File: config.mk
export PLATFORM = sky130hd
export DESIGN_NAME = second_chance_page_buffer_top
export DESIGN_NICKNAME = d
export VERILOG_FILES = /design/src/rtl/scp_pkg.sv /design/src/rtl/second_chance_page_buffer_top.sv
export SDC_FILE = /design/constraint.sdc
export NUM_CORES = 1
export LEC_CHECK = 0
export ABC_AREA = 1
export BUFFER_PORTS_ARGS = -buffer_cell sky130_fd_sc_hd__buf_2
export CAP_MARGIN = 20
export CORE_ASPECT_RATIO = 0.6
export CORE_MARGIN = 2
export CORE_UTILIZATION = 35
export DETAILED_ROUTE_END_ITERATION = 7
export SYNTH_ARGS = -nofsm -noshare
export SYNTH_HDL_FRONTEND = slang
export SYNTH_SLANG_ARGS = --single-unit
File: constraint.sdc
create_clock -name clk -period 6.49 [get_ports clk]
set_clock_uncertainty 0.15 [all_clocks]
set_input_delay 0.3245 -clock clk [delete_from_list [all_inputs] [get_ports clk]]
set_output_delay 0.3245 -clock clk [all_outputs]
set_load 0.02 [all_outputs]
File: src/rtl/scp_pkg.sv
// Package for the second-chance page buffer: command codes and default sizes.
// No dependencies; used by the top level and its checker.
package scp_pkg;

  localparam int SCP_SLOTS     = 4;
  localparam int SCP_PAGE_BITS = 24;
  localparam int CMD_W         = 2;
  localparam int CNT_W         = 32;

  localparam logic [CMD_W-1:0] CMD_READ  = 2'd0;
  localparam logic [CMD_W-1:0] CMD_WRITE = 2'd1;
  localparam logic [CMD_W-1:0] CMD_FLUSH = 2'd2;
  localparam logic [CMD_W-1:0] CMD_NONE  = 2'd3;

endpackage

File: src/rtl/second_chance_page_buffer_top.sv
// Second-chance page buffer tag and replacement engine, top level.
// Depends on scp_pkg for command codes and default sizes.
//
//   port group   dir  handshake            carries
//   request      in   in_valid / in_ready  cmd, page_number, root_page, newest_page
//   result       out  out_valid/out_ready  hit .. last, one or more per request
//
// A request moves from the input register to the result register;
// read and write requests sustain one transfer per cycle unless the result register stalls.
// A flush gives one result per dirty page (one result if none is dirty), one per
// cycle unless stalled, and holds the input register until its last result is loaded.
// A stalled result register holds the input register; the input register still
// takes a transfer while the result register is free or draining.
// Synchronous reset empties every slot and clears both counters.
module second_chance_page_buffer_top
  import scp_pkg::*;
#(
  parameter int SLOTS     = SCP_SLOTS,
  parameter int PAGE_BITS = SCP_PAGE_BITS,
  localparam int SlotW    = $clog2(SLOTS + 2)
) (
  input  logic                        clk,
  input  logic                        rst,
  input  logic                        in_valid,
  output logic                        in_ready,
  input  logic [CMD_W-1:0]            cmd,
  input  logic signed [PAGE_BITS-1:0] page_number,
  input  logic signed [PAGE_BITS-1:0] root_page,
  input  logic signed [PAGE_BITS-1:0] newest_page,
  output logic                        out_valid,
  input  logic                        out_ready,
  output logic                        hit,
  output logic                        fault,
  output logic [SlotW-1:0]            slot_used,
  output logic                        disk_read,
  output logic                        immediate_write,
  output logic                        writeback_valid,
  output logic signed [PAGE_BITS-1:0] writeback_page,
  output logic [CNT_W-1:0]            hit_total,
  output logic [CNT_W-1:0]            fault_total,
  output logic                        last
);

  localparam int IdxW = $clog2(SLOTS);
  localparam int Msb  = PAGE_BITS - 1;
  localparam logic [SlotW-1:0] SlotPinned = SlotW'(SLOTS);
  localparam logic [SlotW-1:0] SlotNone   = SlotW'(SLOTS + 1);

  logic                 in_vld;
  logic [CMD_W-1:0]     in_cmd;
  logic [PAGE_BITS-1:0] in_page;
  logic [PAGE_BITS-1:0] in_root;
  logic [PAGE_BITS-1:0] in_newest;

  logic [PAGE_BITS-1:0] slot_page [SLOTS];
  logic [PAGE_BITS-1:0] slot_page_next [SLOTS];
  logic [SLOTS-1:0]     slot_dirty, slot_dirty_next;
  logic [SLOTS-1:0]     slot_evict, slot_evict_next;
  logic [PAGE_BITS-1:0] pinned_page, pinned_page_next;
  logic                 pinned_dirty, pinned_dirty_next;
  logic [CNT_W-1:0]     hit_cnt, hit_cnt_next;
  logic [CNT_W-1:0]     fault_cnt, fault_cnt_next;
  logic [SLOTS:0]       flush_mask, flush_mask_next;

  logic                 out_free, consume, emit_flush;

  logic                 r_hit, r_fault, r_rd, r_iw, r_wbv, r_last;
  logic [SlotW-1:0]     r_slot;
  logic [PAGE_BITS-1:0] r_wbp;
  logic [PAGE_BITS-1:0] wbp_q;

  logic                 pin_hit, fifo_hit, free_found, ev_found, is_write, new_dirty;
  logic [IdxW-1:0]      hit_idx, free_idx, victim;
  logic [SLOTS-1:0]     ev_scan;
  logic                 vic_dirty;
  logic [PAGE_BITS-1:0] vic_page;
  logic [SLOTS:0]       dirty_all, pick, pick_rest;
  logic                 pick_found;
  logic [SlotW-1:0]     pick_slot;
  logic [PAGE_BITS-1:0] pick_page;

  assign out_free   = !out_valid || out_ready;
  assign emit_flush = (|flush_mask) && out_free;
  assign consume    = in_vld && !(|flush_mask) && out_free;
  assign in_ready   = !in_vld || consume;

  always_comb begin
    pin_hit    = pinned_page == in_page;
    fifo_hit   = 1'b0;
    hit_idx    = '0;
    free_found = 1'b0;
    free_idx   = '0;
    ev_found   = 1'b0;
    victim     = '0;
    for (int i = 0; i < SLOTS; i++) begin
      if (!fifo_hit && slot_page[i] == in_page) begin
        fifo_hit = 1'b1;
        hit_idx  = IdxW'(i);
      end
      if (!free_found && slot_page[i][Msb]) begin
        free_found = 1'b1;
        free_idx   = IdxW'(i);
      end
      if (!ev_found && slot_evict[i]) begin
        ev_found = 1'b1;
        victim   = IdxW'(i);
      end
    end
    vic_dirty = 1'b0;
    vic_page  = '1;
    for (int i = 0; i < SLOTS; i++) begin
      ev_scan[i] = (!ev_found || i < int'(victim)) ? 1'b1 : slot_evict[i];
      if (i == int'(victim)) begin
        vic_dirty = slot_dirty[i];
        vic_page  = slot_page[i];
      end
    end
    for (int i = 0; i < SLOTS; i++) begin
      dirty_all[i] = !slot_page[i][Msb] && slot_dirty[i];
    end
    dirty_all[SLOTS] = !pinned_page[Msb] && pinned_dirty;
  end

  always_comb begin
    pick       = emit_flush ? flush_mask : dirty_all;
    pick_rest  = pick;
    pick_found = 1'b0;
    pick_slot  = SlotNone;
    pick_page  = '1;
    for (int i = 0; i < SLOTS; i++) begin
      if (!pick_found && pick[i]) begin
        pick_found   = 1'b1;
        pick_slot    = SlotW'(i);
        pick_page    = slot_page[i];
        pick_rest[i] = 1'b0;
      end
    end
    if (!pick_found && pick[SLOTS]) begin
      pick_found       = 1'b1;
      pick_slot        = SlotPinned;
      pick_page        = pinned_page;
      pick_rest[SLOTS] = 1'b0;
    end
  end

  always_comb begin
    is_write          = in_cmd == CMD_WRITE;
    new_dirty         = is_write && in_page != in_newest;
    slot_page_next    = slot_page;
    slot_dirty_next   = slot_dirty;
    slot_evict_next   = slot_evict;
    pinned_page_next  = pinned_page;
    pinned_dirty_next = pinned_dirty;
    hit_cnt_next      = hit_cnt;
    fault_cnt_next    = fault_cnt;
    flush_mask_next   = flush_mask;
    r_hit             = 1'b0;
    r_fault           = 1'b0;
    r_slot            = SlotNone;
    r_rd              = 1'b0;
    r_iw              = 1'b0;
    r_wbv             = 1'b0;
    r_wbp             = '1;
    r_last            = 1'b1;

    if (emit_flush || (consume && in_cmd == CMD_FLUSH)) begin
      if (pick_found) begin
        r_slot          = pick_slot;
        r_wbv           = 1'b1;
        r_wbp           = pick_page;
        r_last          = !(|pick_rest);
        flush_mask_next = pick_rest;
      end
    end else if (consume) begin
      case (in_cmd)
        CMD_READ, CMD_WRITE: begin
          if (in_page[Msb]) begin
            r_slot = SlotNone;
          end else if (pin_hit) begin
            hit_cnt_next = hit_cnt + 1'b1;
            if (is_write) begin
              pinned_dirty_next = 1'b1;
            end
            r_hit  = 1'b1;
            r_slot = SlotPinned;
          end else if (fifo_hit) begin
            hit_cnt_next = hit_cnt + 1'b1;
            for (int i = 0; i < SLOTS; i++) begin
              if (i == int'(hit_idx)) begin
                slot_evict_next[i] = 1'b0;
                if (is_write) begin
                  slot_dirty_next[i] = 1'b1;
                end
              end
            end
            r_hit  = 1'b1;
            r_slot = SlotW'(hit_idx);
          end else begin
            fault_cnt_next = fault_cnt + 1'b1;
            r_fault        = 1'b1;
            r_rd           = !is_write;
            r_iw           = is_write && in_page == in_newest;
            if (in_page == in_root) begin
              if (!pinned_page[Msb] && pinned_dirty) begin
                r_wbv = 1'b1;
                r_wbp = pinned_page;
              end
              pinned_page_next  = in_page;
              pinned_dirty_next = new_dirty;
              r_slot            = SlotPinned;
            end else if (free_found) begin
              for (int i = 0; i < SLOTS; i++) begin
                if (i == int'(free_idx)) begin
                  slot_page_next[i]  = in_page;
                  slot_dirty_next[i] = new_dirty;
                  slot_evict_next[i] = 1'b1;
                end
              end
              r_slot = SlotW'(free_idx);
            end else begin
              if (vic_dirty) begin
                r_wbv = 1'b1;
                r_wbp = vic_page;
              end
              for (int i = 0; i < SLOTS - 1; i++) begin
                if (i < int'(victim)) begin
                  slot_evict_next[i] = ev_scan[i];
                end else begin
                  slot_page_next[i]  = slot_page[i+1];
                  slot_dirty_next[i] = slot_dirty[i+1];
                  slot_evict_next[i] = ev_scan[i+1];
                end
              end
              slot_page_next[SLOTS-1]  = in_page;
              slot_dirty_next[SLOTS-1] = new_dirty;
              slot_evict_next[SLOTS-1] = 1'b1;
              r_slot                   = SlotW'(SLOTS - 1);
            end
          end
        end
        default: begin
          r_slot = SlotNone;
        end
      endcase
    end
  end

  always_ff @(posedge clk) begin
    if (rst) begin
      in_vld <= 1'b0;
    end else if (in_ready) begin
      in_vld <= in_valid;
    end
    if (in_valid && in_ready) begin
      in_cmd    <= cmd;
      in_page   <= $unsigned(page_number);
      in_root   <= $unsigned(root_page);
      in_newest <= $unsigned(newest_page);
    end
  end

  always_ff @(posedge clk) begin
    if (rst) begin
      for (int i = 0; i < SLOTS; i++) begin
        slot_page[i] <= '1;
      end
      slot_dirty   <= '0;
      slot_evict   <= '0;
      pinned_page  <= '1;
      pinned_dirty <= 1'b0;
      hit_cnt      <= '0;
      fault_cnt    <= '0;
      flush_mask   <= '0;
    end else begin
      slot_page    <= slot_page_next;
      slot_dirty   <= slot_dirty_next;
      slot_evict   <= slot_evict_next;
      pinned_page  <= pinned_page_next;
      pinned_dirty <= pinned_dirty_next;
      hit_cnt      <= hit_cnt_next;
      fault_cnt    <= fault_cnt_next;
      flush_mask   <= flush_mask_next;
    end
  end

  always_ff @(posedge clk) begin
    if (rst) begin
      out_valid <= 1'b0;
    end else if (emit_flush || consume) begin
      out_valid <= 1'b1;
    end else if (out_ready) begin
      out_valid <= 1'b0;
    end
    if (emit_flush || consume) begin
      hit             <= r_hit;
      fault           <= r_fault;
      slot_used       <= r_slot;
      disk_read       <= r_rd;
      immediate_write <= r_iw;
      writeback_valid <= r_wbv;
      wbp_q           <= r_wbp;
      hit_total       <= hit_cnt_next;
      fault_total     <= fault_cnt_next;
      last            <= r_last;
    end
  end

  assign writeback_page = $signed(wbp_q);

endmodule

==> metrics.md <==
| Metric | Value |
|---|---|
| Fin crit share | `70.6%` |
| Largest net degree at the start of global routing | `75` |
| WL per Instance | `19.7 µm` |
| Minimum clock period | `~4.6 ns` |
| Commonest non-fill, non-tap cell in the layout | `nand2_1` |
| First-pass GRT wire length | `~98 mm` |
| Hold Path Class | `input port to flop` |
| Delay of the slowest critical-path stage | `1.01 ns` |
| Setup TNS | `0 ns` |
| Crit-path cells | `nor2_1, nand3_2, nand2_1, nand3_2, nand2_1, o22ai_1, a21oi_1, a21oi_1, nor3_1` |
| WP buf/inv | `0` |
| CTS clock-pin slew for the worst setup and hold paths | `0.06 ns` |
| Critical path endpoint category | `flop` |
| Overflow left after global routing | `0` |
| # H-tree levels | `2` |
| R2R setup slack | `about 1.9 ns` |
| Worst r2r dst | `writeback_page[0]` |
| Critical path peak fanout | `26` |
| Final setup fails | `0` |
| Post-Syn Nets | `2454` |
| Most frequent cells in the layout | `617 x nand2_1, 224 x inv_1, 201 x nor2_1, 199 x dfxtp_1, 175 x buf_2` |
| Post-synthesis sequential area ratio | `47.7%` |
| GRT Total Usage | `22.6%` |
| CTS tree | `yes` |
| Predominant post-synthesis flop cell | `dfxtp_1` |
| Clock Sinks | `370` |
| Die Wd | `306 µm` |
| Reg2reg start | `flush_mask[4]` |
| Slew @ Worst Pin | `1.01 ns` |
| Initial DRT Pass Iterations | `7` |
| Min-delay src | `rst` |
| Final hold viol count | `0` |
| DRC Markers | `0` |
| Root Buffer | `clkbuf_16` |
| Rows | `66` |
| Area Overhead vs Synth | `18.0%` |
| Worst Hold Endpoint | `fault_cnt[14]` |
| Synth async-reset ratio | `0%` |
| Hold depth | `2` |
| Area post-placement | `20400 µm²` |
| Die height | `185 µm` |
| CORE AREA | `roughly 54000 µm²` |
| Status | `complete, no violations` |
| CP arrival | `between 4 and 5 ns` |
| Startpoint Class | `flop` |
| DRT iter0 DRCs | `approximately 2500` |
| Hold buffers post-CTS | `76` |
| Finished Cell Area | `22600 µm²` |
| Peak Freq | `0.218 GHz` |
| Die footprint | `56600 µm²` |
| Max-cap violation count | `0` |
| Fin. max-slew vios | `0` |
| Final ANT Viol Nets | `0` |
| Path depth of the worst reg2reg path | `9` |
| Slowest-stage cell, CP | `nand2_1` |
| Nets | `about 2700` |
| Vias per cell | `5.25` |
| Routed wire length | `65.6 mm` |
| Synth Register Bits | `370` |
| Worst skew pair latency | `0.56 ns` |
| CP required | `6.57 ns` |
| Clk buf depth | `3` |
| Via count | `17400` |
| Port bufs | `176` |
| Number of enable flip-flop cells after synthesis | `between 150 and 200` |
| Vias in the first global route | `15800` |
| Initial Util | `approximately 35%` |
| DP HPWL | `between 40 and 50 mm` |
| Average size of a mapped cell | `approximately 8.1 µm²` |
| Resize count post-CTS | `0` |
| Share of layout cells above drive strength 1 | `around 14%` |
| Pwr/cell area | `240 nW/µm²` |
| CP delay by family, top | `simple AND/OR/NAND/NOR gates` |
| Synth unique cells | `just over 60` |
| VDD IR max | `0.000133 V` |
| RSZ-0062 raised after global routing | `no` |
| Post-CTS setup buffers | `0` |
| RD Place Congestion | `1.03` |
| Total CTS buffers | `39` |
| Initial antenna violation count | `3` |
| Mapped Cells | `2374` |
| Yosys warns | `0` |
| Rel. slew slack | `32.3%` |
| Io pins | `177` |
| Syn Std Cell Area | `between 15000 and 20000 µm²` |
| Crit Path Category | `flop to flop` |
| Static Leakage | `9.79 nW` |
[final cells by class]
| class | instances | area [µm²] |
|---|---|---|
| fillers | 5276 | 31500 |
| flip-flops and latches | 370 | 9120 |
| multi-input cells | 1634 | 8400 |
| repair buffers | 268 | 1780 |
| clock buffers | 56 | 1150 |
| inverters | 263 | 1010 |
| well taps | 714 | 893 |
| clock inverters | 16 | 200 |
| diodes | 2 | 5.00 |
[cells by family (layout without fill, tap and decap cells)]
family          count (synthesis)  after routing  synth area share (%)
other cells                     0              2                     0
buf+inv                       370            603                  8.42
simple gates                 1067           1067                  24.6
xor+xnor                      109            109                  5.19
fa+ha+maj                       2              2                 0.131
flops                         370            370                  47.7
compound gates                456            456                  14.0
[how the worst max path moves through the flow]
stage	startpoint	endpoint	slack, ns	depth (start not counted)
6_report	flush_mask[4]	writeback_page[0]	1.91	9
3_5_place_dp	out_ready	writeback_page[0]	2.31	10
3_3_place_gp	out_ready	writeback_page[0]	2.36	10
2_1_floorplan	out_valid	disk_read	2.99	6
4_1_cts	flush_mask[4]	writeback_page[0]	2.28	9
5_1_grt	flush_mask[3]	writeback_page[0]	1.84	9
[cells in the mapped netlist, types with 5 or more instances]
master	number	area [µm²]
a21oi_1	126	631
a221oi_1	6	52.6
buf_2	23	115
buf_4	31	233
buf_6	6	67.6
clkbuf_1	43	161
dfxtp_1	199	3980
edfxtp_1	171	5130
inv_1	225	845
inv_2	28	105
inv_4	5	31.3
nand2_1	618	2320
nand2_2	10	62.6
nand2_4	6	67.6
nand3_1	93	465
nand3_2	12	120
nand3b_1	10	75.1
nand4_1	30	188
nor2_1	202	758
nor2_2	14	87.6
nor2_4	6	67.6
nor3_1	31	155
nor4_1	7	43.8
o211ai_1	60	450
o211ai_2	12	150
o21ai_0	156	781
o21ai_1	24	120
o22ai_1	53	332
xnor2_1	55	482
xor2_1	49	429
[per-layer routing]
| metal | track usage, % | vias up | wire length, µm |
|---|---|---|---|
| met1 | 35.2 | 8054 | 31700 |
| met5 | 0 | - | 0 |
| li1 | - | 8303 | - |
| met3 | 7.92 | 108 | 8750 |
| met4 | 4.53 | 0 | 1040 |
| met2 | 29.2 | 972 | 24100 |
[through the flow]
step / util (%) / setup WS [ns] / cells / total power, W / hold WS, ns
2_1_floorplan: - / 2.99 / 2374 / 0.00290 / 0.273
4_1_cts: 41.6 / 2.28 / 3319 / 0.00546 / 0.118
6_report: 41.7 / 1.91 / 3323 / 0.00543 / 0.144
3_5_place_dp: 37.7 / 2.31 / 3171 / 0.00304 / 0.338
3_3_place_gp: 37.7 / 2.36 / 3171 / 0.00304 / 0.317
5_1_grt: 41.7 / 1.84 / 3321 / 0.00561 / 0.133
[power by group]
| part | switching [W] | internal (W) | total (W) |
|---|---|---|---|
| Sequential | 0.0000746 | 0.00252 | 0.00260 |
| Clock | 0.000982 | 0.00141 | 0.00239 |
| Combinational | 0.000285 | 0.000154 | 0.000439 |
[registers in the layout (all words and copies together), names as in the netlist, 24 cells and up]
| register | count |
|---|---|
| in_page | 24 |
| writeback_page | 24 |
| pinned_page | 24 |
| hit_total | 32 |
| hit_cnt | 32 |
| in_newest | 24 |
| fault_cnt | 32 |
| slot_page | 96 |
| fault_total | 32 |
| in_root | 24 |
[worst reg2reg max path, cell delays in order (launching register included)]
cell,delay [ns]
dfxtp_1,0.33
nor2_1,0.13
nand3_2,0.19
nand2_1,0.48
nand3_2,0.77
nand2_1,1.04
o22ai_1,0.15
a21oi_1,0.17
a21oi_1,0.09
nor3_1,0.74
Power figures use the tool's default switching activity.
